--- config.mk ---
export PLATFORM = sky130hd
export DESIGN_NAME = extent_request_splitter_flat
export DESIGN_NICKNAME = d
export VERILOG_FILES = /design/src/rtl/ers_pkg.sv /design/src/rtl/ers_if.sv /design/src/rtl/ers_divider.sv /design/src/rtl/ers_extent_ram.sv /design/src/rtl/ers_core.sv /design/src/rtl/extent_request_splitter.sv /design/src/flat_wrapper.sv
export SDC_FILE = /design/constraint.sdc
export NUM_CORES = 2
export LEC_CHECK = 0
export ABC_AREA = 1
export ABC_CLOCK_PERIOD_IN_PS = 7090
export BUFFER_PORTS_ARGS = -buffer_cell sky130_fd_sc_hd__buf_2
export CORE_UTILIZATION = 51
export DETAILED_ROUTE_END_ITERATION = 16
export GPL_TIMING_DRIVEN = 1
export PLACE_DENSITY_LB_ADDON = 0.15
export SETUP_SLACK_MARGIN = 0.2
export SLEW_MARGIN = 10
export SYNTH_ARGS = -nofsm -noshare
export SYNTH_HDL_FRONTEND = slang
export SYNTH_SLANG_ARGS = --single-unit
--- constraint.sdc ---
create_clock -name clk_i -period 7.09 [get_ports clk_i]
set_input_delay 1.418 -clock clk_i [delete_from_list [all_inputs] [get_ports clk_i]]
set_output_delay 1.418 -clock clk_i [all_outputs]
set_load 0.01 [all_outputs]
--- src/rtl/ers_pkg.sv ---
package ers_pkg;

  localparam int unsigned MaxExtentsDef  = 16;
  localparam int unsigned SectorBytesDef = 512;

  localparam int unsigned SecW     = 48;
  localparam int unsigned CntW     = 32;
  localparam int unsigned OffW     = 48;
  localparam int unsigned LenW     = 32;
  localparam int unsigned IdxW     = 4;
  localparam int unsigned ExtCntW  = 5;
  localparam int unsigned BstW     = 9;
  localparam int unsigned BcntW    = 10;
  localparam int unsigned CfgIdxW  = 1;
  localparam int unsigned CfgDataW = 48;

  typedef enum logic {
    OP_LOAD = 1'b0,
    OP_REQ  = 1'b1
  } op_e;

  typedef enum logic [CfgIdxW-1:0] {
    CFG_EXTENT_COUNT = 1'b0,
    CFG_FILE_SIZE    = 1'b1
  } cfg_reg_e;

  typedef enum logic [1:0] {
    MODE_HEAD,
    MODE_RUN,
    MODE_TAIL
  } mode_e;

  typedef enum logic [3:0] {
    S_IDLE,
    S_CHECK,
    S_DIV_OFF,
    S_HEAD,
    S_DLEN_GO,
    S_DIV_LEN,
    S_SEEK,
    S_CMP,
    S_MAP,
    S_EMIT
  } state_e;

  typedef struct packed {
    logic [ExtCntW-1:0] extent_count;
    logic [OffW-1:0]    file_size;
  } cfg_t;

  typedef struct packed {
    logic [SecW-1:0]  cmd_sector;
    logic [CntW-1:0]  cmd_sector_count;
    logic             partial;
    logic [BstW-1:0]  byte_start;
    logic [BcntW-1:0] byte_count;
    logic             write_dir;
    logic             error;
    logic             last;
  } result_t;

endpackage

--- src/rtl/ers_if.sv ---
interface ers_req_if;
  logic                       valid;
  logic                       ready;
  logic                       op;
  logic [ers_pkg::IdxW-1:0]   entry_index;
  logic [ers_pkg::SecW-1:0]   entry_start_sector;
  logic [ers_pkg::CntW-1:0]   entry_sector_count;
  logic [ers_pkg::OffW-1:0]   request_offset;
  logic [ers_pkg::LenW-1:0]   request_length;
  logic                       is_write;

  modport source (output valid, op, entry_index, entry_start_sector, entry_sector_count,
                  request_offset, request_length, is_write, input ready);
  modport sink (input valid, op, entry_index, entry_start_sector, entry_sector_count,
                request_offset, request_length, is_write, output ready);
endinterface

interface ers_res_if;
  logic                       valid;
  logic                       ready;
  logic [ers_pkg::SecW-1:0]   cmd_sector;
  logic [ers_pkg::CntW-1:0]   cmd_sector_count;
  logic                       partial;
  logic [ers_pkg::BstW-1:0]   byte_start;
  logic [ers_pkg::BcntW-1:0]  byte_count;
  logic                       write_dir;
  logic                       error;
  logic                       last;

  modport source (output valid, cmd_sector, cmd_sector_count, partial, byte_start,
                  byte_count, write_dir, error, last, input ready);
  modport sink (input valid, cmd_sector, cmd_sector_count, partial, byte_start,
                byte_count, write_dir, error, last, output ready);
endinterface

interface ers_cfg_if;
  logic                          valid;
  logic                          ready;
  logic [ers_pkg::CfgIdxW-1:0]   index;
  logic [ers_pkg::CfgDataW-1:0]  data;

  modport source (output valid, index, data, input ready);
  modport sink (input valid, index, data, output ready);
endinterface

--- src/rtl/ers_divider.sv ---
module ers_divider #(
  parameter int unsigned SECTOR_BYTES = ers_pkg::SectorBytesDef
) (
  input  logic                             clk_i,
  input  logic                             rst_ni,
  input  logic                             start_i,
  input  logic [ers_pkg::OffW-1:0]         dividend_i,
  output logic                             done_o,
  output logic [ers_pkg::OffW-1:0]         quot_o,
  output logic [$clog2(SECTOR_BYTES)-1:0]  rem_o
);
  import ers_pkg::*;

  localparam int unsigned BW     = $clog2(SECTOR_BYTES);
  localparam int unsigned ChW    = 16;
  localparam int unsigned MW     = OffW + 1;
  localparam int unsigned PW     = OffW + MW;
  localparam bit          IsPow2 = (SECTOR_BYTES & (SECTOR_BYTES - 1)) == 0;
  localparam logic [OffW-1:0] Divisor  = OffW'(SECTOR_BYTES);
  localparam logic [63:0]     MultFull = ((64'd1 << (OffW + BW)) / 64'(SECTOR_BYTES)) + 64'd1;
  localparam logic [MW-1:0]   Mult     = MW'(MultFull);
  localparam logic [2:0]      StepQuot = 3'd3;
  localparam logic [2:0]      StepRem  = 3'd4;

  logic                busy_q;
  logic                done_q;
  logic [2:0]          cnt_q;
  logic [OffW-1:0]     x_q;
  logic [PW-1:0]       acc_q;
  logic [OffW-1:0]     quot_q;
  logic [BW-1:0]       rem_q;
  logic [ChW-1:0]      chunk;
  logic [ChW+MW-1:0]   part;
  logic [OffW-1:0]     qd;

  // reciprocal multiply, one 16-bit slice of the dividend per cycle, msb first
  always_comb begin
    case (cnt_q)
      3'd0:    chunk = x_q[OffW-1:OffW-ChW];
      3'd1:    chunk = x_q[OffW-ChW-1:OffW-2*ChW];
      default: chunk = x_q[ChW-1:0];
    endcase
  end

  assign part = (ChW+MW)'(chunk) * (ChW+MW)'(Mult);
  assign qd   = quot_q * Divisor;

  always_ff @(posedge clk_i or negedge rst_ni) begin
    if (!rst_ni) begin
      busy_q <= 1'b0;
      done_q <= 1'b0;
      cnt_q  <= '0;
    end else begin
      done_q <= 1'b0;
      if (start_i) begin
        if (IsPow2) begin
          done_q <= 1'b1;
        end else begin
          busy_q <= 1'b1;
          cnt_q  <= '0;
        end
      end else if (busy_q) begin
        cnt_q <= cnt_q + 1'b1;
        if (cnt_q == StepRem) begin
          busy_q <= 1'b0;
          done_q <= 1'b1;
        end
      end
    end
  end

  always_ff @(posedge clk_i) begin
    if (start_i) begin
      x_q   <= dividend_i;
      acc_q <= '0;
      if (IsPow2) begin
        quot_q <= dividend_i >> BW;
        rem_q  <= dividend_i[BW-1:0];
      end
    end else if (busy_q) begin
      if (cnt_q < StepQuot) begin
        acc_q <= {acc_q[PW-ChW-1:0], {ChW{1'b0}}} + PW'(part);
      end else if (cnt_q == StepQuot) begin
        quot_q <= OffW'(acc_q >> (OffW + BW));
      end else begin
        rem_q <= BW'(x_q - qd);
      end
    end
  end

  assign done_o = done_q;
  assign quot_o = quot_q;
  assign rem_o  = rem_q;

endmodule

--- src/rtl/ers_extent_ram.sv ---
module ers_extent_ram #(
  parameter int unsigned DEPTH = ers_pkg::MaxExtentsDef,
  parameter int unsigned AW    = (DEPTH > 1) ? $clog2(DEPTH) : 1
) (
  input  logic                      clk_i,
  input  logic                      wr_en_i,
  input  logic [AW-1:0]             wr_addr_i,
  input  logic [ers_pkg::SecW-1:0]  wr_start_i,
  input  logic [ers_pkg::CntW-1:0]  wr_len_i,
  input  logic                      rd_en_i,
  input  logic [AW-1:0]             rd_addr_i,
  output logic [ers_pkg::SecW-1:0]  rd_start_o,
  output logic [ers_pkg::CntW-1:0]  rd_len_o
);
  import ers_pkg::*;

  logic [SecW+CntW-1:0] mem [DEPTH];
  logic [SecW+CntW-1:0] rd_q;

  always_ff @(posedge clk_i) begin
    if (wr_en_i) begin
      mem[wr_addr_i] <= {wr_start_i, wr_len_i};
    end
  end

  always_ff @(posedge clk_i) begin
    if (rd_en_i) begin
      rd_q <= mem[rd_addr_i];
    end
  end

  assign rd_start_o = rd_q[SecW+CntW-1:CntW];
  assign rd_len_o   = rd_q[CntW-1:0];

endmodule

--- src/rtl/ers_core.sv ---
module ers_core #(
  parameter int unsigned MAX_EXTENTS  = ers_pkg::MaxExtentsDef,
  parameter int unsigned SECTOR_BYTES = ers_pkg::SectorBytesDef
) (
  input  logic              clk_i,
  input  logic              rst_ni,
  input  ers_pkg::cfg_t     cfg_i,
  ers_req_if.sink           req_i,
  output logic              res_valid_o,
  output ers_pkg::result_t  res_data_o,
  input  logic              res_take_i
);
  import ers_pkg::*;

  localparam int unsigned AW = (MAX_EXTENTS > 1) ? $clog2(MAX_EXTENTS) : 1;
  localparam int unsigned CW = $clog2(MAX_EXTENTS + 1);
  localparam int unsigned BW = $clog2(SECTOR_BYTES);
  localparam int unsigned NW = $clog2(SECTOR_BYTES + 1);
  localparam logic [NW-1:0]   SbN = NW'(SECTOR_BYTES);
  localparam logic [LenW-1:0] SbL = LenW'(SECTOR_BYTES);

  state_e           state_q, state_d;
  mode_e            mode_q, mode_d;
  logic [OffW-1:0]  off_q, off_d;
  logic [LenW-1:0]  len_q, len_d;
  logic             wr_q, wr_d;
  logic [OffW-1:0]  fsec_q, fsec_d;
  logic [BW-1:0]    bis_q, bis_d;
  logic [NW-1:0]    hn_q, hn_d;
  logic             head_last_q, head_last_d;
  logic [LenW-1:0]  lsec_q, lsec_d;
  logic [BW-1:0]    lrem_q, lrem_d;
  logic [CW-1:0]    idx_q, idx_d;
  logic [OffW-1:0]  base_q, base_d;
  logic [CntW-1:0]  into_q, into_d;
  logic [CntW-1:0]  ns_q, ns_d;
  logic             fin_q, fin_d;
  result_t          res_q, res_d;

  logic             div_start;
  logic [OffW-1:0]  div_dividend;
  logic             div_done;
  logic [OffW-1:0]  div_quot;
  logic [BW-1:0]    div_rem;

  logic             ram_wr_en;
  logic             ram_rd_en;
  logic [SecW-1:0]  rd_start;
  logic [CntW-1:0]  rd_len;

  logic [CW-1:0]    n_eff;
  logic [OffW:0]    diff;
  logic             range_err;
  logic [NW-1:0]    room;
  logic [OffW-1:0]  into_full;
  logic             hit;
  logic [SecW-1:0]  vol;
  logic [CntW-1:0]  left;
  logic [CntW-1:0]  ns;
  logic [LenW-1:0]  lsec_next;
  result_t          err_res;

  ers_divider #(
    .SECTOR_BYTES(SECTOR_BYTES)
  ) u_div (
    .clk_i      (clk_i),
    .rst_ni     (rst_ni),
    .start_i    (div_start),
    .dividend_i (div_dividend),
    .done_o     (div_done),
    .quot_o     (div_quot),
    .rem_o      (div_rem)
  );

  ers_extent_ram #(
    .DEPTH(MAX_EXTENTS),
    .AW   (AW)
  ) u_ram (
    .clk_i      (clk_i),
    .wr_en_i    (ram_wr_en),
    .wr_addr_i  (AW'(req_i.entry_index)),
    .wr_start_i (req_i.entry_start_sector),
    .wr_len_i   (req_i.entry_sector_count),
    .rd_en_i    (ram_rd_en),
    .rd_addr_i  (idx_q[AW-1:0]),
    .rd_start_o (rd_start),
    .rd_len_o   (rd_len)
  );

  always_comb begin
    if (32'(cfg_i.extent_count) > MAX_EXTENTS) begin
      n_eff = CW'(MAX_EXTENTS);
    end else begin
      n_eff = CW'(cfg_i.extent_count);
    end
  end

  assign diff      = {1'b0, cfg_i.file_size} - {1'b0, off_q};
  assign range_err = diff[OffW] || (diff[OffW-1:0] < OffW'(len_q));
  assign room      = SbN - NW'(bis_q);
  assign into_full = fsec_q - base_q;
  assign hit       = (into_full[OffW-1:CntW] == '0) && (into_full[CntW-1:0] < rd_len);
  assign vol       = rd_start + SecW'(into_q);
  assign left      = rd_len - into_q;
  assign ns        = (lsec_q < left) ? lsec_q : left;
  assign lsec_next = lsec_q - ns_q;

  always_comb begin
    err_res           = '0;
    err_res.write_dir = wr_q;
    err_res.error     = 1'b1;
    err_res.last      = 1'b1;
  end

  assign req_i.ready = (state_q == S_IDLE);
  assign ram_wr_en   = (state_q == S_IDLE) && req_i.valid && (req_i.op == OP_LOAD)
                       && (32'(req_i.entry_index) < MAX_EXTENTS);

  always_comb begin
    state_d      = state_q;
    mode_d       = mode_q;
    off_d        = off_q;
    len_d        = len_q;
    wr_d         = wr_q;
    fsec_d       = fsec_q;
    bis_d        = bis_q;
    hn_d         = hn_q;
    head_last_d  = head_last_q;
    lsec_d       = lsec_q;
    lrem_d       = lrem_q;
    idx_d        = idx_q;
    base_d       = base_q;
    into_d       = into_q;
    ns_d         = ns_q;
    fin_d        = fin_q;
    res_d        = res_q;
    div_start    = 1'b0;
    div_dividend = off_q;
    ram_rd_en    = 1'b0;
    res_valid_o  = 1'b0;

    case (state_q)
      S_IDLE: begin
        if (req_i.valid && (req_i.op == OP_REQ)) begin
          off_d = req_i.request_offset;
          len_d = req_i.request_length;
          wr_d  = req_i.is_write;
          if (req_i.request_length != '0) begin
            state_d = S_CHECK;
          end
        end
      end
      S_CHECK: begin
        idx_d  = '0;
        base_d = '0;
        if (range_err) begin
          res_d   = err_res;
          fin_d   = 1'b1;
          state_d = S_EMIT;
        end else begin
          div_start = 1'b1;
          state_d   = S_DIV_OFF;
        end
      end
      S_DIV_OFF: begin
        if (div_done) begin
          fsec_d  = div_quot;
          bis_d   = div_rem;
          state_d = S_HEAD;
        end
      end
      S_HEAD: begin
        if ((bis_q != '0) || (len_q < SbL)) begin
          mode_d = MODE_HEAD;
          if (len_q <= LenW'(room)) begin
            hn_d        = len_q[NW-1:0];
            head_last_d = 1'b1;
          end else begin
            hn_d        = room;
            head_last_d = 1'b0;
          end
          state_d = S_SEEK;
        end else begin
          state_d = S_DLEN_GO;
        end
      end
      S_DLEN_GO: begin
        div_start    = 1'b1;
        div_dividend = OffW'(len_q);
        state_d      = S_DIV_LEN;
      end
      S_DIV_LEN: begin
        if (div_done) begin
          lsec_d = div_quot[LenW-1:0];
          lrem_d = div_rem;
          if (div_quot[LenW-1:0] != '0) begin
            mode_d  = MODE_RUN;
            state_d = S_SEEK;
          end else if (div_rem != '0) begin
            mode_d  = MODE_TAIL;
            state_d = S_SEEK;
          end else begin
            state_d = S_IDLE;
          end
        end
      end
      S_SEEK: begin
        if (idx_q >= n_eff) begin
          res_d   = err_res;
          fin_d   = 1'b1;
          state_d = S_EMIT;
        end else begin
          ram_rd_en = 1'b1;
          state_d   = S_CMP;
        end
      end
      S_CMP: begin
        if (hit) begin
          into_d  = into_full[CntW-1:0];
          state_d = S_MAP;
        end else begin
          base_d  = base_q + OffW'(rd_len);
          idx_d   = idx_q + 1'b1;
          state_d = S_SEEK;
        end
      end
      S_MAP: begin
        res_d            = '0;
        res_d.cmd_sector = vol;
        res_d.write_dir  = wr_q;
        case (mode_q)
          MODE_HEAD: begin
            res_d.cmd_sector_count = CntW'(1);
            res_d.partial          = 1'b1;
            res_d.byte_start       = BstW'(bis_q);
            res_d.byte_count       = BcntW'(hn_q);
            res_d.last             = head_last_q;
            fin_d                  = head_last_q;
          end
          MODE_RUN: begin
            ns_d                   = ns;
            res_d.cmd_sector_count = ns;
            res_d.last             = (ns == lsec_q) && (lrem_q == '0);
            fin_d                  = (ns == lsec_q) && (lrem_q == '0);
          end
          default: begin
            res_d.cmd_sector_count = CntW'(1);
            res_d.partial          = 1'b1;
            res_d.byte_count       = BcntW'(lrem_q);
            res_d.last             = 1'b1;
            fin_d                  = 1'b1;
          end
        endcase
        state_d = S_EMIT;
      end
      S_EMIT: begin
        res_valid_o = 1'b1;
        if (res_take_i) begin
          if (fin_q) begin
            state_d = S_IDLE;
          end else begin
            case (mode_q)
              MODE_HEAD: begin
                len_d   = len_q - LenW'(hn_q);
                fsec_d  = fsec_q + 1'b1;
                state_d = S_DLEN_GO;
              end
              MODE_RUN: begin
                fsec_d = fsec_q + OffW'(ns_q);
                lsec_d = lsec_next;
                if (lsec_next == '0) begin
                  mode_d = MODE_TAIL;
                end
                state_d = S_SEEK;
              end
              default: begin
                state_d = S_IDLE;
              end
            endcase
          end
        end
      end
      default: begin
        state_d = S_IDLE;
      end
    endcase
  end

  always_ff @(posedge clk_i or negedge rst_ni) begin
    if (!rst_ni) begin
      state_q <= S_IDLE;
      mode_q  <= MODE_HEAD;
      fin_q   <= 1'b0;
    end else begin
      state_q <= state_d;
      mode_q  <= mode_d;
      fin_q   <= fin_d;
    end
  end

  always_ff @(posedge clk_i) begin
    off_q       <= off_d;
    len_q       <= len_d;
    wr_q        <= wr_d;
    fsec_q      <= fsec_d;
    bis_q       <= bis_d;
    hn_q        <= hn_d;
    head_last_q <= head_last_d;
    lsec_q      <= lsec_d;
    lrem_q      <= lrem_d;
    idx_q       <= idx_d;
    base_q      <= base_d;
    into_q      <= into_d;
    ns_q        <= ns_d;
    res_q       <= res_d;
  end

  assign res_data_o = res_q;

endmodule

--- src/rtl/extent_request_splitter.sv ---
// Extent request splitter: maps file byte ranges onto volume sector commands.
// req_i carries transactions of two kinds: a load writes one extent table slot,
// a request (offset, length, direction) is split into commands on res_o, the
// last one flagged. cfg_i writes extent_count and file_size_bytes; it is
// always ready, and the user must see that it is written only while no
// request is in flight; the block itself does not enforce this. A request
// first runs a range check and a division of the offset by the sector size
// in the shared divider (a shift for a power-of-two sector size); a second
// division, of the length left after any head sector, follows unless the
// head sector ends the request. Each command then walks the extent table
// one entry at a time (S_SEEK reads, S_CMP compares) from where the
// previous command stopped, re-reading the entry it stops on, then S_MAP
// builds the command and S_EMIT issues it; req_i is not ready meanwhile.
// Results pass through one output register, so the sequencer can prepare
// the next command while the previous one waits there, and hands it over
// once the register is free or being read; when res_o stalls the
// sequencer holds its command. Reset clears both configuration registers
// and the sequencer; the extent table is undefined until loaded.
module extent_request_splitter #(
  parameter int unsigned MAX_EXTENTS  = ers_pkg::MaxExtentsDef,
  parameter int unsigned SECTOR_BYTES = ers_pkg::SectorBytesDef
) (
  input  logic       clk_i,
  input  logic       rst_ni,
  ers_cfg_if.sink    cfg_i,
  ers_req_if.sink    req_i,
  ers_res_if.source  res_o
);
  import ers_pkg::*;

  logic [ExtCntW-1:0] ext_cnt_q;
  logic [OffW-1:0]    fsize_q;
  cfg_t               cfg;
  logic               core_valid;
  result_t            core_res;
  logic               take;
  logic               out_valid_q;
  result_t            out_q;

  assign cfg_i.ready = 1'b1;

  always_ff @(posedge clk_i or negedge rst_ni) begin
    if (!rst_ni) begin
      ext_cnt_q <= '0;
      fsize_q   <= '0;
    end else if (cfg_i.valid) begin
      case (cfg_reg_e'(cfg_i.index))
        CFG_EXTENT_COUNT: ext_cnt_q <= cfg_i.data[ExtCntW-1:0];
        CFG_FILE_SIZE:    fsize_q   <= cfg_i.data[OffW-1:0];
        default: ;
      endcase
    end
  end

  assign cfg.extent_count = ext_cnt_q;
  assign cfg.file_size    = fsize_q;

  ers_core #(
    .MAX_EXTENTS (MAX_EXTENTS),
    .SECTOR_BYTES(SECTOR_BYTES)
  ) u_core (
    .clk_i       (clk_i),
    .rst_ni      (rst_ni),
    .cfg_i       (cfg),
    .req_i       (req_i),
    .res_valid_o (core_valid),
    .res_data_o  (core_res),
    .res_take_i  (take)
  );

  assign take = core_valid && (!out_valid_q || res_o.ready);

  always_ff @(posedge clk_i or negedge rst_ni) begin
    if (!rst_ni) begin
      out_valid_q <= 1'b0;
    end else if (take) begin
      out_valid_q <= 1'b1;
    end else if (res_o.ready) begin
      out_valid_q <= 1'b0;
    end
  end

  always_ff @(posedge clk_i) begin
    if (take) begin
      out_q <= core_res;
    end
  end

  assign res_o.valid            = out_valid_q;
  assign res_o.cmd_sector       = out_q.cmd_sector;
  assign res_o.cmd_sector_count = out_q.cmd_sector_count;
  assign res_o.partial          = out_q.partial;
  assign res_o.byte_start       = out_q.byte_start;
  assign res_o.byte_count       = out_q.byte_count;
  assign res_o.write_dir        = out_q.write_dir;
  assign res_o.error            = out_q.error;
  assign res_o.last             = out_q.last;

  a_err_shape: assert property (@(posedge clk_i) disable iff (!rst_ni)
    res_o.valid && res_o.error |-> res_o.last && !res_o.partial && res_o.cmd_sector == '0)
    else $error("error result not terminal or not cleared");

  a_partial_one: assert property (@(posedge clk_i) disable iff (!rst_ni)
    res_o.valid && res_o.partial |-> res_o.cmd_sector_count == 1 && !res_o.error)
    else $error("partial command spans more than one sector");

  a_run_nonzero: assert property (@(posedge clk_i) disable iff (!rst_ni)
    res_o.valid && !res_o.error && !res_o.partial |-> res_o.cmd_sector_count != '0)
    else $error("whole-sector run of zero sectors");

  a_busy_after_req: assert property (@(posedge clk_i) disable iff (!rst_ni)
    req_i.valid && req_i.ready && req_i.op == OP_REQ && req_i.request_length != '0
    |=> !req_i.ready)
    else $error("ready right after a non-empty request");

endmodule

--- src/flat_wrapper.sv ---
// flat-port wrapper written by rule: the top's interface ports become plain ports
module extent_request_splitter_flat import ers_pkg::*;
#(
  parameter int unsigned MAX_EXTENTS  = ers_pkg::MaxExtentsDef,
  parameter int unsigned SECTOR_BYTES = ers_pkg::SectorBytesDef
)
  (clk_i, rst_ni, cfg_i_valid, cfg_i_index, cfg_i_data, cfg_i_ready, req_i_valid, req_i_op, req_i_entry_index, req_i_entry_start_sector, req_i_entry_sector_count, req_i_request_offset, req_i_request_length, req_i_is_write, req_i_ready, res_o_valid, res_o_cmd_sector, res_o_cmd_sector_count, res_o_partial, res_o_byte_start, res_o_byte_count, res_o_write_dir, res_o_error, res_o_last, res_o_ready);
  ers_cfg_if cfg_i_i ();
  ers_req_if req_i_i ();
  ers_res_if res_o_i ();
  input  logic clk_i;
  input  logic rst_ni;
  input wire logic [$bits(cfg_i_i.valid)-1:0] cfg_i_valid;
  input wire logic [$bits(cfg_i_i.index)-1:0] cfg_i_index;
  input wire logic [$bits(cfg_i_i.data)-1:0] cfg_i_data;
  output wire logic [$bits(cfg_i_i.ready)-1:0] cfg_i_ready;
  input wire logic [$bits(req_i_i.valid)-1:0] req_i_valid;
  input wire logic [$bits(req_i_i.op)-1:0] req_i_op;
  input wire logic [$bits(req_i_i.entry_index)-1:0] req_i_entry_index;
  input wire logic [$bits(req_i_i.entry_start_sector)-1:0] req_i_entry_start_sector;
  input wire logic [$bits(req_i_i.entry_sector_count)-1:0] req_i_entry_sector_count;
  input wire logic [$bits(req_i_i.request_offset)-1:0] req_i_request_offset;
  input wire logic [$bits(req_i_i.request_length)-1:0] req_i_request_length;
  input wire logic [$bits(req_i_i.is_write)-1:0] req_i_is_write;
  output wire logic [$bits(req_i_i.ready)-1:0] req_i_ready;
  output wire logic [$bits(res_o_i.valid)-1:0] res_o_valid;
  output wire logic [$bits(res_o_i.cmd_sector)-1:0] res_o_cmd_sector;
  output wire logic [$bits(res_o_i.cmd_sector_count)-1:0] res_o_cmd_sector_count;
  output wire logic [$bits(res_o_i.partial)-1:0] res_o_partial;
  output wire logic [$bits(res_o_i.byte_start)-1:0] res_o_byte_start;
  output wire logic [$bits(res_o_i.byte_count)-1:0] res_o_byte_count;
  output wire logic [$bits(res_o_i.write_dir)-1:0] res_o_write_dir;
  output wire logic [$bits(res_o_i.error)-1:0] res_o_error;
  output wire logic [$bits(res_o_i.last)-1:0] res_o_last;
  input wire logic [$bits(res_o_i.ready)-1:0] res_o_ready;
  assign cfg_i_i.valid = cfg_i_valid;
  assign cfg_i_i.index = cfg_i_index;
  assign cfg_i_i.data = cfg_i_data;
  assign cfg_i_ready = cfg_i_i.ready;
  assign req_i_i.valid = req_i_valid;
  assign req_i_i.op = req_i_op;
  assign req_i_i.entry_index = req_i_entry_index;
  assign req_i_i.entry_start_sector = req_i_entry_start_sector;
  assign req_i_i.entry_sector_count = req_i_entry_sector_count;
  assign req_i_i.request_offset = req_i_request_offset;
  assign req_i_i.request_length = req_i_request_length;
  assign req_i_i.is_write = req_i_is_write;
  assign req_i_ready = req_i_i.ready;
  assign res_o_valid = res_o_i.valid;
  assign res_o_cmd_sector = res_o_i.cmd_sector;
  assign res_o_cmd_sector_count = res_o_i.cmd_sector_count;
  assign res_o_partial = res_o_i.partial;
  assign res_o_byte_start = res_o_i.byte_start;
  assign res_o_byte_count = res_o_i.byte_count;
  assign res_o_write_dir = res_o_i.write_dir;
  assign res_o_error = res_o_i.error;
  assign res_o_last = res_o_i.last;
  assign res_o_i.ready = res_o_ready;
  extent_request_splitter #(.MAX_EXTENTS(MAX_EXTENTS), .SECTOR_BYTES(SECTOR_BYTES)) u_core (.clk_i(clk_i), .rst_ni(rst_ni), .cfg_i(cfg_i_i), .req_i(req_i_i), .res_o(res_o_i));
endmodule
==> Word-level counts from Yosys, hierarchy flattened <==
Memory sizes are Yosys's and may differ from the RTL's. A register that Yosys moved wholly into a read port is not among the register bits.
Cells that the tools add are included.
{ "classes": {"div": 0, "n_mux": 81, "multipliers": 1, "n_lt_le_gt_ge": 8, "addsub": 14, "bitwise": 4, "n_eq_ne": 31, "shift": 0, "reduce_logical": 49} }
{ "op_table": {"columns": ["operator", "n"], "rows": [
  ["32-bit 2-to-1 mux", 10],
  ["103-bit one-hot mux with 3 select lines", 1],
  ["48-bit one-hot mux with 2 select lines", 3],
  ["48-bit 2-to-1 mux", 5],
  ["103-bit 2-to-1 mux", 2],
  ["39-bit 2-to-1 mux", 4],
  ["48-bit by 32-bit adder with 48-bit output", 3],
  ["32-bit one-hot mux with 2 select lines", 2],
  ["97-bit by 65-bit adder with 97-bit output", 1],
  ["16-bit by 49-bit multiplier with 65-bit output, second input constant", 1],
  ["32-bit less-than comparator", 2],
  ["32-bit nonzero test", 2],
  ["32-bit subtractor", 2],
  ["48-bit by 48-bit subtractor with 49-bit output", 1],
  ["48-bit by 1-bit adder with 48-bit output, second input constant", 1],
  ["48-bit by 32-bit less-than comparator with 1-bit output", 1],
  ["48-bit subtractor", 1],
  ["9-bit 2-to-1 mux", 5],
  ["4-bit one-hot mux with 10 select lines", 1],
  ["32-bit == test", 1],
  ["32-bit by 10-bit less-or-equal comparator with 1-bit output", 1],
  ["32-bit zero test", 1],
  ["32-bit by 10-bit less-than comparator with 1-bit output, second input constant", 1],
  ["4-bit 2-to-1 mux", 8],
  ["other kinds (48)", 128]
]} }
{ "word_totals": {"mem_count": 1, "reg_bits": 773, "ramBits": 1280, "input_bits": 220, "mem_bits_ro": 0, "latchBits": 0, "word_cells": 232, "output_inout_bits": 106} }
{ "memory_table": {"columns": ["name", "words", "word_bits", "rd", "rd_clocked_by_memory_dff", "wr", "line", "text"], "rows": [
  ["u_core.u_core.u_ram.mem", 16, 80, 1, 1, 1, "ers_extent_ram.sv:17", "logic [SecW+CntW-1:0] mem [DEPTH];"]
]} }

==> Longest topological paths before layout <==
{ "depth": {"word_depth": 7, "mapped_depth": 34, "mapped_depth_nobuf": 32} }

==> Cells and area by module <==
A second synthesis with hierarchy kept.
{ "unflattened": {"hier_cells": 12709, "area_unflattened_um2": 112560.5} }
{ "modules_own_cells": {"columns": ["mod", "cells_per_inst", "seq_area_each_um2", "area_per_inst_um2", "n_inst"], "rows": [
  ["ers_extent_ram", 5255, 40839.2, 56995.9, 1],
  ["ers_core", 5803, 12487.0, 39829.4, 1],
  ["ers_divider", 1309, 4969.8, 10492.6, 1],
  ["extent_request_splitter", 342, 4444.3, 5242.5, 1]
]} }

==> Worst setup path before layout <==
No wires, ideal clock.
{ "synth_timing": {"path_kind": "input to register", "startpoint": "input port res_o_ready", "endpoint": "register u_core.out_q (netlist bit u_core.res_o.byte_count[0]), enable pin", "required_ps": 6524, "arrival_ps": 5757, "slack_ps": 767, "n_path_buf": 0, "path_stages": 2, "path_cell_list": "nor2_1 -> nor2_1"} }
{ "synth_between": {"elab_chain_cells": 2} }
{ "synth_rtl": {"columns": ["item", "line", "text"], "rows": [
  ["start, declared", "flat_wrapper.sv:35", "input wire logic [$bits(res_o_i.ready)-1:0] res_o_ready;"],
  ["1-bit logical OR", "extent_request_splitter.sv:71", "assign take = core_valid && (!out_valid_q || res_o.ready);"],
  ["1-bit logical AND", "extent_request_splitter.sv:71", null],
  ["net u_core.take", "extent_request_splitter.sv:36", "logic take;"],
  ["end signal, assigned", "extent_request_splitter.sv:85", "out_q <= core_res;"],
  ["end, declared", "extent_request_splitter.sv:38", "result_t out_q;"]
]} }
The timed path passes the listed nets, and every way through them passes these cells.
A chain may end at the register's enable or synchronous reset.

==> Worst setup path in the final report <==
{ "layout_timing": {"startpoint": "register u_core.u_core.into_q[17]", "endpoint": "register u_core.u_core.res_q (netlist bit u_core.u_core.res_data_o[0]) (data pin)"} }
{ "layout_between": {"elab_chain_cells": 7} }
{ "layout_rtl": {"columns": ["item", "line", "text"], "rows": [
  ["start, declared", "ers_core.sv:35", "logic [CntW-1:0] into_q, into_d;"],
  ["start signal, assigned", "ers_core.sv:313", "into_q <= into_d;"],
  ["32-bit subtractor (*)", "ers_core.sv:104", "assign left = rd_len - into_q;"],
  ["32-bit less-than comparator", "ers_core.sv:105", "assign ns = (lsec_q < left) ? lsec_q : left;"],
  ["32-bit 2-to-1 mux (*)", "ers_core.sv:105", null],
  ["32-bit == test (*)", "ers_core.sv:243", "res_d.last = (ns == lsec_q) && (lrem_q == '0);"],
  ["1-bit logical AND (*)", "ers_core.sv:243", null],
  ["1-bit one-hot mux with 2 select lines (*)", "ers_core.sv:231", "case (mode_q)"],
  ["103-bit one-hot mux with 3 select lines (*)", "ers_core.sv:142", "case (state_q)"],
  ["end signal, assigned", "ers_core.sv:315", "res_q <= res_d;"],
  ["end, declared", "ers_core.sv:38", "result_t res_q, res_d;"]
]} }
Mark *: on every way between the ends. The rest lies on a longest branch, timed or not.

==> key figures <==
STA
  – Least setup slack across all paths after layout: 1.497 ns
  – Total count of hold-check failures in the final report: 0
  – F_max: 178.8 MHz
  – Period utilization: 0.7889
  – Setup TNS: 0 ns
  – Setup violations, final: 0
  – Worst-Margin Slew: 1.194 ns
  – Post-route minimum period: 5.593 ns
  – Setup repair after global routing missed its margin: no
  – Headroom to the max-slew limit: 0.1957
  – Worst Hold Slack: 0.4165 ns
  – Worst Skew: 0.09365 ns
  – Final max-slew violation count: 0

Critical path
  – Largest stage delay, worst path: 0.58 ns
  – CP Max Fanout: 51
  – Critical R2R Launch: u_core.u_core.into_q[17]$_DFFE_PP_
  – Reg2reg end: u_core.u_core.res_data_o[0]$_SDFFCE_PN1P_
  – Data arrival time of the worst path: 6.34 ns
  – Depth of the worst register-to-register path: 28
  – Kind of critical path: flip-flop to flip-flop
  – Setup slack of the worst register-to-register path: 1.50 ns
  – Most repeated library cell on the critical path: nand2_1
  – Category of the worst setup path capture point: flip-flop
  – Max stage delay cell, worst path: edfxtp_1
  – Buf/Inv on CP: 5
  – Data required, critical path: 7.83 ns
  – Gate family responsible for the most delay along the worst path: simple AND/OR/NAND/NOR gates
  – Critical Path Source Type: flip-flop

Placed design
  – Post-Place Setup Slack: 1.650 ns
  – Hpwl dp: 227,200 µm
  – Count of input and output buffers: 324
  – Routability cong.: 0.9970

Floorplan
  – Number of placed I/O pins: 326
  – Floorplan die height: 457.7 µm
  – Initial core utilization: 0.5156
  – Die width: 457.7 µm
  – Core box area: 205,400 µm²
  – Floorplan die area: 209,500 µm²
  – Count of standard-cell rows: 166

Route
  – Average vias per placed instance: 5.809
  – Average detailed-routed wire length per instance: 23.84 µm
  – Post-DRT Antenna Nets: 0
  – Total number of vias: 79,470
  – Pre-antenna DRT Iters: 7
  – Wire length after detailed routing: 326,200 µm
  – DRC errors left: 0
  – Detailed Route Iter0 Violations: 8,058

Synthesis
  – Distinct cells, synth: 61
  – Post-synth EDFFs: 1,969
  – Most common flop cell mapped by yosys: edfxtp_1
  – Gate Count Post-Synth: 10,509
  – Flop and latch count out of synthesis: 2,133
  – Synth async-reset ratio: 0.03094
  – Sequential share of the synthesized area: 0.5924
  – Synth warnings: 0
  – Post-synth design cell area: 105,900 µm²
  – Post-Syn Nets: 11,163
  – Mean Syn Cell Area: 10.08 µm²

Power and ir drop
  – P per Cell Area: 339.8 nW/µm²
  – Standby leakage power: 46.23 nW
  – Sequential group share of total power: 0.403
  – Reported net switching power: 14.63 mW
  – Clock network power share: 0.290
  – Pint: 25.44 mW
  – Largest vdd supply drop: 0.2798 mV
  – Sw Share: 0.3651
  – Logic gate share of total power: 0.307

Global route
  – Total congestion overflow after global routing: 0
  – Global routing's busiest layer: met2
  – Wire length of the first global-routing pass: 477,200 µm
  – Maximum number of pins on one net before global-route repair: 192
  – Initial antenna violation count: 38
  – Global routing usage on met3: 0.04441
  – Total global-route track usage: 0.3060
  – Vias in the first global route: 75,359
  – Routing usage on met2: 0.5096
  – GR met1 Demand/Resource: 0.4011

Clock network
  – CTS-repair resized insts: 0
  – Number of buffers inserted by post-CTS setup repair: 0
  – Clock tree from TritonCTS: done
  – Clock insertion delay at the later pin of the skew report: 0.93 ns
  – Library cell used as clock root buffer: clkbuf_16
  – Num CTS Buffers: 217
  – H-tree level count: 4
  – # hold bufs at CTS: 0
  – Register clock-pin slew on the reported worst setup and hold paths: 0.06 ns
  – Maximum number of buffers from clock root to sink: 3
  – TritonCTS sink count: 2,133

Min path
  – Hold path cells: 0
  – Worst min path class: flip-flop to flip-flop
  – Launch point of the worst hold path: u_core.u_core.res_data_o[33]$_SDFFCE_PN0P_
  – Hold Crit Endpoint: u_core.res_o.cmd_sector_count[10]$_DFFE_PP_

Cells and area
  – Number of nets in the finished design: 11,441
  – Layout overhead on the synthesized area: 11.36%
  – Fillers: 17,470
  – Multi-input gate area: 37,700 µm²
  – Sequential standard cell area: 62,740 µm²
  – Ratio of cells with drive above 1 in the final layout: 0.08600

Run status
  – Result of the run: finished clean

Job
  – Max-cap violations: 0
## metal layers
layer,vias to the layer above,part of all wire
li1,37172,-
met5,-,0.00057
met2,3092,0.48
met1,38548,0.41
met4,30,0.043
met3,628,0.069
## metrics by stage
step	power, mW	instance area (µm²)	instances	util
final	40.08	118000	13680	0.5742
after global routing	41.92	117900	13675	0.5741
after CTS	40.08	117900	13665	0.5740
after detailed placement	28.50	110600	13256	0.5386
after global placement	28.31	110600	13256	0.5386
after floorplan	24.06	105900	10509	-
## power by group through the flow
stage	Combinational, mW	Clock (mW)	Sequential (mW)
after global placement	12.0	0	16.3
after floorplan	7.92	0	16.1
final	12.3	11.6	16.1
after detailed placement	12.1	0	16.4
after CTS	12.2	11.8	16.1
after global routing	13.5	12.3	16.2
## cell usage in the layout, fill, tap and decap left out, types with 26 or more instances in the layout
cell,n
o221ai_1,136
mux2i_1,132
buf_4,72
xnor2_1,51
clkbuf_1,46
o21a_1,43
clkinv_1,49
nand2_1,2025
dfxtp_1,98
o21ai_0,716
edfxtp_1,1969
dfrtp_1,66
clkinv_2,34
o32ai_1,188
nand4_1,84
mux2_2,43
ha_1,424
clkbuf_16,218
buf_2,323
nor4_1,43
o211ai_1,44
nand3_1,419
inv_1,1106
nor3_1,100
o21bai_1,26
a21oi_1,512
xor2_1,133
nor2_1,1434
a31oi_1,60
a21oi_2,79
## area by class of cell
class	instances	area share
timing repair buffer	416	0.02185
antenna	15	0.0003182
tap	2688	0.02851
sequential	2133	0.5319
clock inverter	140	0.01343
clock buffer	269	0.04830
multi-input combinational	6892	0.3197
inverter	1127	0.03601
## synth_stat cells (all sizes together), types with 2 or more instances
cell type	number	area share
fa	10	0.0019
dfrtp	66	0.016
nand4	84	0.0050
o221ai	136	0.011
and2	7	0.00041
o21ai	723	0.034
o22ai	18	0.0011
mux2i	132	0.012
nor4b	2	0.00017
a21o	17	0.0012
and3	11	0.00065
or2	15	0.00089
o21a	43	0.0030
xnor2	51	0.0042
o21bai	26	0.0018
nor2	1465	0.052
clkbuf	315	0.011
nor4	43	0.0025
nand3	421	0.020
dfxtp	98	0.019
a211oi	5	0.00035
inv	1123	0.040
o221a	2	0.00021
o2111ai	2	0.00017
xor2	133	0.011
a2111oi	3	0.00025
a21boi	12	0.00085
edfxtp	1969	0.56
ha	424	0.050
clkinv	4	0.00014
mux2	43	0.0046
a31oi	60	0.0035
o31ai	7	0.00050
o211ai	44	0.0031
nor3	106	0.0052
nand3b	24	0.0017
buf	42	0.0027
a21oi	592	0.031
nand2	2035	0.072
o32ai	188	0.016
## cell families after synthesis
| kind of cell | synth area share |
|---|---|
| compound gates | 0.1084 |
| buf+inv | 0.05382 |
| flops | 0.5924 |
| mux | 0.01705 |
| xor+xnor | 0.01522 |
| other cells | 0.00003541 |
| fa+ha+maj | 0.05198 |
| simple gates | 0.1612 |
## worst max path at each step
stage,from,endpoint,slack [ns],depth (start not counted)
2_1_floorplan,res_o_ready,u_core.res_o.byte_count[0]$_DFFE_PP_,0.77,2
3_3_place_gp,u_core.u_core.into_q[14]$_DFFE_PP_,u_core.u_core.res_data_o[0]$_SDFFCE_PN1P_,1.74,28
3_5_place_dp,u_core.fsize_q[0]$_DFFE_PN0P_,u_core.u_core.u_div.rem_o[2]$_DFFE_PP_,1.65,28
5_1_grt,u_core.u_core.into_q[13]$_DFFE_PP_,u_core.u_core.res_data_o[0]$_SDFFCE_PN1P_,0.84,28
4_1_cts,u_core.fsize_q[0]$_DFFE_PN0P_,u_core.u_core.u_div.rem_o[4]$_DFFE_PP_,1.61,28
6_report,u_core.u_core.into_q[17]$_DFFE_PP_,u_core.u_core.res_data_o[0]$_SDFFCE_PN1P_,1.50,28
## sequential cells by signal (all words and copies together) (netlist names), 32 cells and up
name,flops
u_core.fsize_q,48
u_core.res_o.cmd_sector,48
u_core.res_o.cmd_sector_count,32
u_core.u_core.base_q,48
u_core.u_core.fsec_q,48
u_core.u_core.into_q,32
u_core.u_core.len_q,32
u_core.u_core.lsec_q,32
u_core.u_core.ns_q,32
u_core.u_core.off_q,48
u_core.u_core.res_data_o,103
u_core.u_core.u_div.acc_q,97
u_core.u_core.u_div.quot_o,40
u_core.u_core.u_div.x_q,48
u_core.u_core.u_ram.mem,1280
u_core.u_core.u_ram.rd_q,80
Power figures use the tool's default switching activity.
